File: config.mk
export PLATFORM = sky130hd
export DESIGN_NAME = in_place_laplacian_smoother_top
export DESIGN_NICKNAME = d
export VERILOG_FILES = /design/src/sv/lis_pkg.sv /design/src/sv/in_place_laplacian_smoother_top.sv /design/src/sv/lis_ram.sv /design/src/sv/lis_ctrl.sv /design/src/sv/lis_dpath.sv
export SDC_FILE = /design/constraint.sdc
export NUM_CORES = 2
export LEC_CHECK = 0
export BUFFER_PORTS_ARGS = -buffer_cell sky130_fd_sc_hd__buf_2
export CAP_MARGIN = 20
export CORE_ASPECT_RATIO = 1.75
export CORE_MARGIN = 2
export CORE_UTILIZATION = 52
export DETAILED_ROUTE_END_ITERATION = 10
export PLACE_DENSITY = 0.7
export SYNTH_ARGS = -nofsm -noshare
export SYNTH_HDL_FRONTEND = slang
export SYNTH_HIERARCHICAL = 1
export SYNTH_SLANG_ARGS = --single-unit
export TNS_END_PERCENT = 100
File: constraint.sdc
create_clock -name clk -period 6.73 [get_ports clk]
set_clock_uncertainty 0.1 [all_clocks]
set_input_delay 1.346 -clock clk [delete_from_list [all_inputs] [get_ports clk]]
set_output_delay 1.346 -clock clk [all_outputs]
set_load 0.05 [all_outputs]
File: src/sv/lis_pkg.sv
// ----------------------------------------------------------------------------
// lis_pkg
// Types and constants shared by the in-place Laplacian smoother modules.
// ----------------------------------------------------------------------------
package lis_pkg;

  localparam int unsigned CFG_INDEX_W = 8;
  localparam int unsigned CFG_DATA_W  = 17;

  localparam logic [CFG_INDEX_W-1:0] REG_SMOOTH_WEIGHT = 8'd0;
  localparam logic [CFG_INDEX_W-1:0] REG_PASS_COUNT    = 8'd1;

  localparam logic [16:0] WEIGHT_FULL  = 17'd65536;
  localparam logic [16:0] WEIGHT_RESET = 17'd32768;
  localparam logic [3:0]  PASS_RESET   = 4'd1;

  // fewest entries that have an interior to smooth
  localparam int unsigned MIN_SMOOTH_LEN = 3;

  typedef enum logic [3:0] {
    ST_LOAD,
    ST_START,
    ST_P_RD0,
    ST_P_RD1,
    ST_P_CAP,
    ST_RD,
    ST_DIF,
    ST_MUL,
    ST_WR,
    ST_E_RD,
    ST_E_WAIT
  } state_t;

  typedef enum logic [1:0] {
    ADDR_ZERO,
    ADDR_ONE,
    ADDR_NEXT,
    ADDR_IDX
  } addr_sel_t;

  typedef struct packed {
    logic      store;
    logic      rd;
    addr_sel_t rd_sel;
    logic      cap_prev;
    logic      cap_cur;
    logic      idx_one;
    logic      idx_zero;
    logic      diff;
    logic      mul;
    logic      wb;
    logic      pass_clr;
    logic      pass_inc;
    logic      emit_load;
    logic      clr_cnt;
  } cmd_t;

  typedef struct packed {
    logic short_seq;
    logic last_interior;
    logic pass_done;
    logic emit_last;
    logic out_free;
  } sts_t;

endpackage

File: src/sv/in_place_laplacian_smoother_top.sv
// ----------------------------------------------------------------------------
// in_place_laplacian_smoother_top
// Stores a run of Q16.16 samples, smooths it in place, streams it back out.
// ----------------------------------------------------------------------------
// Samples are taken one beat per clock into a single-port-write, registered-
// read store of MAX_SECTIONS entries; beats past a full store are dropped.
// The beat with tlast starts smoothing: a start state decides whether to
// smooth, then in each pass every interior entry goes through read,
// difference, multiply and write-back on the one store read port and the
// one multiplier. Emission then reads each beat and loads it into the output
// register once that is free; the next run may load while the final beat
// still waits in the output register. No input is taken during the passes or
// emission. The store needs no clearing after reset.
// ----------------------------------------------------------------------------
module in_place_laplacian_smoother_top
  import lis_pkg::*;
#(
  parameter int unsigned MAX_SECTIONS = 64,
  parameter int unsigned VALUE_BITS   = 32
) (
  input  logic                                  clk,
  input  logic                                  rst,
  input  logic                                  s_axis_tvalid,
  output logic                                  s_axis_tready,
  input  logic [((VALUE_BITS + 7) / 8) * 8-1:0] s_axis_tdata,  // sample
  input  logic                                  s_axis_tlast,  // is_last
  output logic                                  m_axis_tvalid,
  input  logic                                  m_axis_tready,
  output logic [((VALUE_BITS + 7) / 8) * 8-1:0] m_axis_tdata,  // smoothed
  output logic                                  m_axis_tlast,  // last_out
  input  logic                                  cfg_valid,
  output logic                                  cfg_ready,
  input  logic [CFG_INDEX_W-1:0]                cfg_index,
  input  logic [CFG_DATA_W-1:0]                 cfg_data
);

  localparam int unsigned DATA_W = ((VALUE_BITS + 7) / 8) * 8;

  cmd_t                  cmd;
  sts_t                  sts;
  logic [VALUE_BITS-1:0] out_value;

  assign cfg_ready    = 1'b1;
  assign m_axis_tdata = DATA_W'(out_value);

  lis_ctrl u_ctrl (
    .clk       (clk),
    .rst       (rst),
    .in_tvalid (s_axis_tvalid),
    .in_tready (s_axis_tready),
    .in_tlast  (s_axis_tlast),
    .sts       (sts),
    .cmd       (cmd)
  );

  lis_dpath #(
    .MAX_SECTIONS (MAX_SECTIONS),
    .VALUE_BITS   (VALUE_BITS)
  ) u_dpath (
    .clk       (clk),
    .rst       (rst),
    .cmd       (cmd),
    .sts       (sts),
    .in_sample (s_axis_tdata[VALUE_BITS-1:0]),
    .cfg_we    (cfg_valid && cfg_ready),
    .cfg_index (cfg_index),
    .cfg_data  (cfg_data),
    .out_valid (m_axis_tvalid),
    .out_ready (m_axis_tready),
    .out_value (out_value),
    .out_last  (m_axis_tlast)
  );

endmodule

File: src/sv/lis_ram.sv
// ----------------------------------------------------------------------------
// lis_ram
// Generic simple dual-port RAM: one write port, one read port, registered read.
// ----------------------------------------------------------------------------
module lis_ram #(
  parameter int unsigned WIDTH = 32,
  parameter int unsigned DEPTH = 64
) (
  input  logic                     clk,
  input  logic                     we,
  input  logic [$clog2(DEPTH)-1:0] waddr,
  input  logic [WIDTH-1:0]         wdata,
  input  logic                     re,
  input  logic [$clog2(DEPTH)-1:0] raddr,
  output logic [WIDTH-1:0]         rdata
);

  logic [WIDTH-1:0] mem [DEPTH];

  always_ff @(posedge clk) begin
    if (we) begin
      mem[waddr] <= wdata;
    end
    if (re) begin
      rdata <= mem[raddr];
    end
  end

endmodule

File: src/sv/lis_ctrl.sv
// ----------------------------------------------------------------------------
// lis_ctrl
// Sequencer: load, smoothing passes entry by entry, then emission.
// ----------------------------------------------------------------------------
module lis_ctrl
  import lis_pkg::*;
(
  input  logic   clk,
  input  logic   rst,
  input  logic   in_tvalid,
  output logic   in_tready,
  input  logic   in_tlast,
  input  sts_t   sts,
  output cmd_t   cmd
);

  state_t state, state_next;

  always_ff @(posedge clk) begin
    if (rst) begin
      state <= ST_LOAD;
    end else begin
      state <= state_next;
    end
  end

  always_comb begin
    state_next = state;
    case (state)
      ST_LOAD:  if (in_tvalid && in_tlast) state_next = ST_START;
      ST_START: state_next = sts.short_seq ? ST_E_RD : ST_P_RD0;
      ST_P_RD0: state_next = ST_P_RD1;
      ST_P_RD1: state_next = ST_P_CAP;
      ST_P_CAP: state_next = ST_RD;
      ST_RD:    state_next = ST_DIF;
      ST_DIF:   state_next = ST_MUL;
      ST_MUL:   state_next = ST_WR;
      ST_WR: begin
        if (!sts.last_interior) begin
          state_next = ST_RD;
        end else if (!sts.pass_done) begin
          state_next = ST_P_RD0;
        end else begin
          state_next = ST_E_RD;
        end
      end
      ST_E_RD:  state_next = ST_E_WAIT;
      ST_E_WAIT: begin
        if (sts.out_free) begin
          state_next = sts.emit_last ? ST_LOAD : ST_E_RD;
        end
      end
      default:  state_next = ST_LOAD;
    endcase
  end

  always_comb begin
    cmd       = '0;
    cmd.rd_sel = ADDR_ZERO;
    in_tready = 1'b0;
    case (state)
      ST_LOAD: begin
        in_tready = 1'b1;
        cmd.store = in_tvalid;
      end
      ST_START: begin
        cmd.idx_zero = 1'b1;
        cmd.pass_clr = 1'b1;
      end
      ST_P_RD0: begin
        cmd.rd     = 1'b1;
        cmd.rd_sel = ADDR_ZERO;
      end
      ST_P_RD1: begin
        cmd.cap_prev = 1'b1;
        cmd.rd       = 1'b1;
        cmd.rd_sel   = ADDR_ONE;
      end
      ST_P_CAP: begin
        cmd.cap_cur = 1'b1;
        cmd.idx_one = 1'b1;
      end
      ST_RD: begin
        cmd.rd     = 1'b1;
        cmd.rd_sel = ADDR_NEXT;
      end
      ST_DIF:   cmd.diff = 1'b1;
      ST_MUL:   cmd.mul = 1'b1;
      ST_WR: begin
        cmd.wb = 1'b1;
        if (sts.last_interior && !sts.pass_done) begin
          cmd.pass_inc = 1'b1;
        end
        if (sts.last_interior && sts.pass_done) begin
          cmd.idx_zero = 1'b1;
        end
      end
      ST_E_RD: begin
        cmd.rd     = 1'b1;
        cmd.rd_sel = ADDR_IDX;
      end
      ST_E_WAIT: begin
        if (sts.out_free) begin
          cmd.emit_load = 1'b1;
          cmd.clr_cnt   = sts.emit_last;
        end
      end
      default: begin
        cmd = '0;
      end
    endcase
  end

  // the update chain runs read, difference, multiply, write-back in order
  a_wr_after_mul: assert property (@(posedge clk) disable iff (rst)
    (state == ST_WR) |-> ($past(state) == ST_MUL))
    else $error("write-back not preceded by multiply");

endmodule

File: src/sv/lis_dpath.sv
// ----------------------------------------------------------------------------
// lis_dpath
// Sample store, sliding window of three entries, relaxation arithmetic,
// counters, configuration registers and the output register.
// ----------------------------------------------------------------------------
module lis_dpath
  import lis_pkg::*;
#(
  parameter int unsigned MAX_SECTIONS = 64,
  parameter int unsigned VALUE_BITS   = 32
) (
  input  logic                    clk,
  input  logic                    rst,
  input  cmd_t                    cmd,
  output sts_t                    sts,
  input  logic [VALUE_BITS-1:0]   in_sample,
  input  logic                    cfg_we,
  input  logic [CFG_INDEX_W-1:0]  cfg_index,
  input  logic [CFG_DATA_W-1:0]   cfg_data,
  output logic                    out_valid,
  input  logic                    out_ready,
  output logic [VALUE_BITS-1:0]   out_value,
  output logic                    out_last
);

  localparam int unsigned AW = $clog2(MAX_SECTIONS);
  localparam int unsigned CW = $clog2(MAX_SECTIONS + 1);
  localparam int unsigned VB = VALUE_BITS;
  localparam int unsigned PW = VB + 20;

  logic [CW-1:0]        cnt;
  logic [CW-1:0]        idx;
  logic [3:0]           pass;
  logic [16:0]          weight;
  logic [3:0]           pass_count;

  logic signed [VB-1:0] prev, cur, nxt;
  logic signed [VB+1:0] d;
  logic signed [PW-1:0] prod;

  logic                 ram_we;
  logic [AW-1:0]        ram_waddr;
  logic [VB-1:0]        ram_wdata;
  logic [AW-1:0]        ram_raddr;
  logic [VB-1:0]        ram_rdata;

  logic                 has_room;
  logic [16:0]          w_eff;
  logic signed [17:0]   w_ext;
  logic signed [VB+1:0] d_sum;
  logic signed [PW-1:0] delta;
  logic [VB-1:0]        new_val;
  logic [CW-1:0]        idx_inc;

  assign has_room = (cnt < CW'(MAX_SECTIONS));
  assign idx_inc  = idx + CW'(1);
  assign w_eff    = (weight > WEIGHT_FULL) ? WEIGHT_FULL : weight;
  assign w_ext    = $signed({1'b0, w_eff});

  // twice (mean - x[i]), exact
  assign d_sum = {{2{prev[VB-1]}}, prev} + {{2{ram_rdata[VB-1]}}, ram_rdata}
               - {cur[VB-1], cur, 1'b0};
  // arithmetic shift floors toward minus infinity
  assign delta   = prod >>> 17;
  assign new_val = cur + delta[VB-1:0];

  assign ram_we    = (cmd.store && has_room) || cmd.wb;
  assign ram_waddr = cmd.wb ? idx[AW-1:0] : cnt[AW-1:0];
  assign ram_wdata = cmd.wb ? new_val : in_sample;

  always_comb begin
    case (cmd.rd_sel)
      ADDR_ZERO: ram_raddr = '0;
      ADDR_ONE:  ram_raddr = AW'(1);
      ADDR_NEXT: ram_raddr = idx_inc[AW-1:0];
      ADDR_IDX:  ram_raddr = idx[AW-1:0];
      default:   ram_raddr = '0;
    endcase
  end

  lis_ram #(
    .WIDTH (VB),
    .DEPTH (MAX_SECTIONS)
  ) u_store (
    .clk   (clk),
    .we    (ram_we),
    .waddr (ram_waddr),
    .wdata (ram_wdata),
    .re    (cmd.rd),
    .raddr (ram_raddr),
    .rdata (ram_rdata)
  );

  always_comb begin
    sts.short_seq     = (cnt < CW'(MIN_SMOOTH_LEN)) || (pass_count == 4'd0);
    sts.last_interior = ({1'b0, idx} + (CW + 1)'(2)) >= {1'b0, cnt};
    sts.pass_done     = ({1'b0, pass} + 5'd1) >= {1'b0, pass_count};
    sts.emit_last     = (idx_inc == cnt);
    sts.out_free      = !out_valid || out_ready;
  end

  always_ff @(posedge clk) begin
    if (rst) begin
      cnt        <= '0;
      idx        <= '0;
      pass       <= '0;
      out_valid  <= 1'b0;
      weight     <= WEIGHT_RESET;
      pass_count <= PASS_RESET;
    end else begin
      if (cfg_we && cfg_index == REG_SMOOTH_WEIGHT) begin
        weight <= cfg_data;
      end
      if (cfg_we && cfg_index == REG_PASS_COUNT) begin
        pass_count <= cfg_data[3:0];
      end

      if (cmd.clr_cnt) begin
        cnt <= '0;
      end else if (cmd.store && has_room) begin
        cnt <= cnt + CW'(1);
      end

      if (cmd.idx_zero) begin
        idx <= '0;
      end else if (cmd.idx_one) begin
        idx <= CW'(1);
      end else if (cmd.wb || cmd.emit_load) begin
        idx <= idx_inc;
      end

      if (cmd.pass_clr) begin
        pass <= '0;
      end else if (cmd.pass_inc) begin
        pass <= pass + 4'd1;
      end

      if (cmd.emit_load) begin
        out_valid <= 1'b1;
      end else if (out_ready) begin
        out_valid <= 1'b0;
      end
    end
  end

  always_ff @(posedge clk) begin
    if (cmd.cap_prev) begin
      prev <= ram_rdata;
    end else if (cmd.wb) begin
      prev <= new_val;
    end
    if (cmd.cap_cur) begin
      cur <= ram_rdata;
    end else if (cmd.wb) begin
      cur <= nxt;
    end
    if (cmd.diff) begin
      nxt <= ram_rdata;
      d   <= d_sum;
    end
    if (cmd.mul) begin
      prod <= d * w_ext;
    end
    if (cmd.emit_load) begin
      out_value <= ram_rdata;
      out_last  <= (idx_inc == cnt);
    end
  end

  // only interior entries are ever rewritten
  a_wb_interior: assert property (@(posedge clk) disable iff (rst)
    cmd.wb |-> (idx != '0) && (({1'b0, idx} + (CW + 1)'(1)) < {1'b0, cnt}))
    else $error("write-back outside the interior");

  // a new result never overwrites one that is still waiting
  a_no_overwrite: assert property (@(posedge clk) disable iff (rst)
    cmd.emit_load |-> (!out_valid || out_ready))
    else $error("output register overwritten");

  // the marked beat is the one that empties the store count
  a_last_clears: assert property (@(posedge clk) disable iff (rst)
    (cmd.emit_load && sts.emit_last) |=> (cnt == '0) && out_last)
    else $error("final beat did not end the sequence");

endmodule
==> metrics <==
syn_area_per_cell 16.5 um^2; critical path arrival 7.98 ns; Gate Count Post-Synth 6812; Setup crit start kind flip-flop; most frequent cells after synthesis edfxtp_1 (2275), inv_1 (719), mux4_2 (544), fa_1 (532), and2_1 (371); Hold Path Stages 1; Post-DP Area between 0.1 and 0.15 mm^2; DRT Pass-1 Iters 5; Slew Viols, Final 0; headroom to the max-slew limit between 20 and 30%; chip height 619 um; # rows 225; outcome finished with violations; design area 0.127 mm^2; slowest stage cell, crit path fa_1; Max Freq 0.133 GHz; Post-synth ARST share 0%; ratio of cells with drive above 1 in the final layout 21.9%; most common cell in the netlist edfxtp_1; Final ANT Viol Nets 0; number of port buffers 97; drt wl/cell 27.5 um; Yosys cell types 85; R2R depth 30; Switching Fraction 27.6%; top cells by area, synth edfxtp_1 (61%), mux4_2 (11%), fa_1 (9.5%), ha_1 (2.5%), inv_1 (2.4%); total core area 0.215 mm^2; switching pwr around 10 mW; RD Place Congestion 0.894; crit path time final between 7 and 8 ns; Final Util 58.9%; overall power 37.6 mW; final hold vios 0; max-cap viol count 0; CP required 7.19 ns; RSZ-0062 raised after global routing true; pwr/cell area 297 mW/mm^2; largest net degree at the start of global routing approximately 100; Comb pwr share between 20% and 30%; Flop pwr share 47.2%; reg2reg start u_dpath/weight[14]; CTS Hold Bufs 0; Post-synth top flop edfxtp_1; RR Endpoint u_dpath/prod[48]; DRC Markers 0; #FFs+latches synth around 2300; total number of vias 61300; worst-skew pair later-pin latency 0.86 ns; EDFF count, synth 2275; top-area cell type share of the netlist area between 60% and 70%; Worst VDD drop 209 uV; TritonCTS clock tree done; post-route fraction of the period consumed by the critical path 112%; Die ar. 0.220 mm^2; final setup vio count 28; io pins 99; YS warnings 6; Synth area leader edfxtp_1; Min Hold Slack 0.447 ns; starting density of the core 52.3%; Seq/Total Area, Yosys 61.6%; crit-path max FO 11; clock sink count between 2000 and 2500; critical path class reg -> reg; FF-to-FF setup slack -0.79 ns; H-tree depth 4; Post-Route WL between 200000 and 300000 um; syn_nets approximately 7600; vias in the first global route 65400; Clock Path Buffers 4; CP most frequent cell fa_1; violated checks setup timing; HPWL Detailed 196000 um; Syn-to-layout area delta 12.7%; GRT overflow 0; Vias/cell 5.99; final worst-path setup slack -0.787 ns; Mapped Area 0.112 mm^2; Hold Path Sink u_dpath/cur[5]; first-pass GRT wire length 420000 um; Die Span X 355 um; Slew @ Worst Pin 1.10 ns; CP max stage delay 0.54 ns; iteration-0 DRC count of the detailed router 4995; Tot GR Track Use about a quarter; Int Pwr 27.2 mW; clock share of power between 30% and 40%; Clk pin slew, worst setup/hold paths 0.06 ns; origin of the worst min-delay path u_dpath/nxt[5]; Clock Root Buffer clkbuf_16; CTS Buf Count between 150 and 200; Nets 8071; class of the worst hold path reg -> reg; initial antenna violation count 7; CP endpoint kind flip-flop; LEAKAGE 44.1 nW
[power by group through the flow]
stage | logic (mW) | clock network, mW | registers (mW)
6_report | 8.35 | 11.5 | 17.8
5_1_grt | 9.01 | 12.2 | 17.8
4_1_cts | 8.36 | 11.7 | 17.8
3_5_place_dp | 8.32 | 0 | 18.1
3_3_place_gp | 8.09 | 0 | 18.1
2_1_floorplan | 5.62 | 0 | 18.1
[per-layer routing]
| layer | track usage (%) | vias to the layer above | routed length [um] |
|---|---|---|---|
| li1 | - | 26100 | - |
| met3 | 2.68 | 609 | 15600 |
| met1 | 29.2 | 32300 | 94500 |
| met4 | 11.3 | 4 | 13300 |
| met5 | 0 | - | 27 |
| met2 | 49.4 | 2329 | 158000 |
[worst max-delay path by stage]
stage / slack, ns / to / start
finish: -0.79 / u_dpath/prod[48] / u_dpath/weight[14]
global route: -1.05 / u_dpath/prod[47] / u_dpath/weight[14]
CTS: -0.82 / u_dpath/prod[47] / u_dpath/weight[11]
detailed placement: -1.15 / u_dpath/prod[47] / u_dpath/weight[7]
global placement: -1.15 / u_dpath/prod[47] / u_dpath/weight[7]
floorplan: -0.18 / u_dpath/prod[47] / u_dpath/weight[7]
[kinds of logic (layout without fill, tap and decap cells)]
group                    after synthesis  count (layout)  share of synthesized area (%)
multiplexers                         722             722                           12.5
XOR/XNOR                             149             149                           1.16
AND/OR/NAND/NOR                     1211            1211                           5.43
adder cells (fa/ha/maj)              754             754                           12.0
flip-flops                          2319            2319                           61.6
buffers and inverters               1033            1624                           3.65
other                                  1               6                        0.00334
AO/OA/AOI/OAI                        623             623                           3.67
[critical path, delay by kind of cell (launching register included)]
family | cells | cell delay, ns
adder cells (fa/ha/maj) | 7 | 3.35
AND/OR/NAND/NOR | 6 | 0.96
XOR/XNOR | 1 | 0.14
buffers and inverters | 9 | 0.88
flip-flops | 1 | 0.34
AO/OA/AOI/OAI | 7 | 1.44
[timing repair]
action / 4_1_cts / 5_1_grt
pin swaps: 3 / 6
resized for setup: 18 / 17
setup buffers: 3 / 1
endpoints found under the setup margin: 30 / 31
hold endpoints to repair: 0 / 0
[per-stage QoR]
stage | TNS [ns] | setup WS [ns] | std cells
finish | -14.21 | -0.787 | 10200
global placement | -17.17 | -1.15 | 9881
detailed placement | -17.87 | -1.15 | 9883
floorplan | -0.823 | -0.183 | 6812
global route | -21.39 | -1.05 | 10200
CTS | -14.53 | -0.816 | 10200
[registers in the layout, indices dropped and copies added (netlist names), 17 cells and up]
| signal | flops |
|---|---|
| u_dpath/nxt | 32 |
| u_dpath/out_value | 32 |
| u_dpath/cur | 32 |
| u_dpath/prod | 32 |
| u_dpath/u_store/rdata | 32 |
| u_dpath/weight | 17 |
| u_dpath/d | 34 |
| u_dpath/u_store/mem | 2048 |
| u_dpath/prev | 32 |
[area by class of cell]
type | instances | area (um^2)
multi-input combinational | 3460 | 40300
timing repair buffer | 556 | 4490
clock inverter | 117 | 1280
fill | 15700 | 88200
tap | 2837 | 3550
clock buffer | 232 | 5120
antenna | 5 | 12.5
inverter | 719 | 2700
sequential | 2319 | 69200
[placed cells by master (no fill, tap or decap), types with 34 or more instances in the layout]
cell type / Yosys / final
edfxtp_1: 2275 / 2275
fa_1: 532 / 532
xnor2_1: 99 / 98
nand3_1: 34 / 34
clkbuf_16: 0 / 200
nor2_1: 247 / 181
mux2i_1: 138 / 115
nand2b_1: 36 / 35
a21o_1: 58 / 57
buf_2: 67 / 97
buf_12: 0 / 42
nand2_1: 333 / 328
inv_1: 719 / 716
and2_1: 371 / 368
ha_1: 222 / 219
mux4_2: 544 / 544
buf_4: 27 / 413
nor2b_1: 56 / 38
a21oi_1: 180 / 173
mux2_2: 40 / 40
nor2_4: 0 / 63
o22ai_1: 87 / 84
xor2_1: 50 / 50
dfxtp_1: 44 / 40
o21ai_0: 76 / 75
Note: power is estimated with default switching activity, not from simulation.
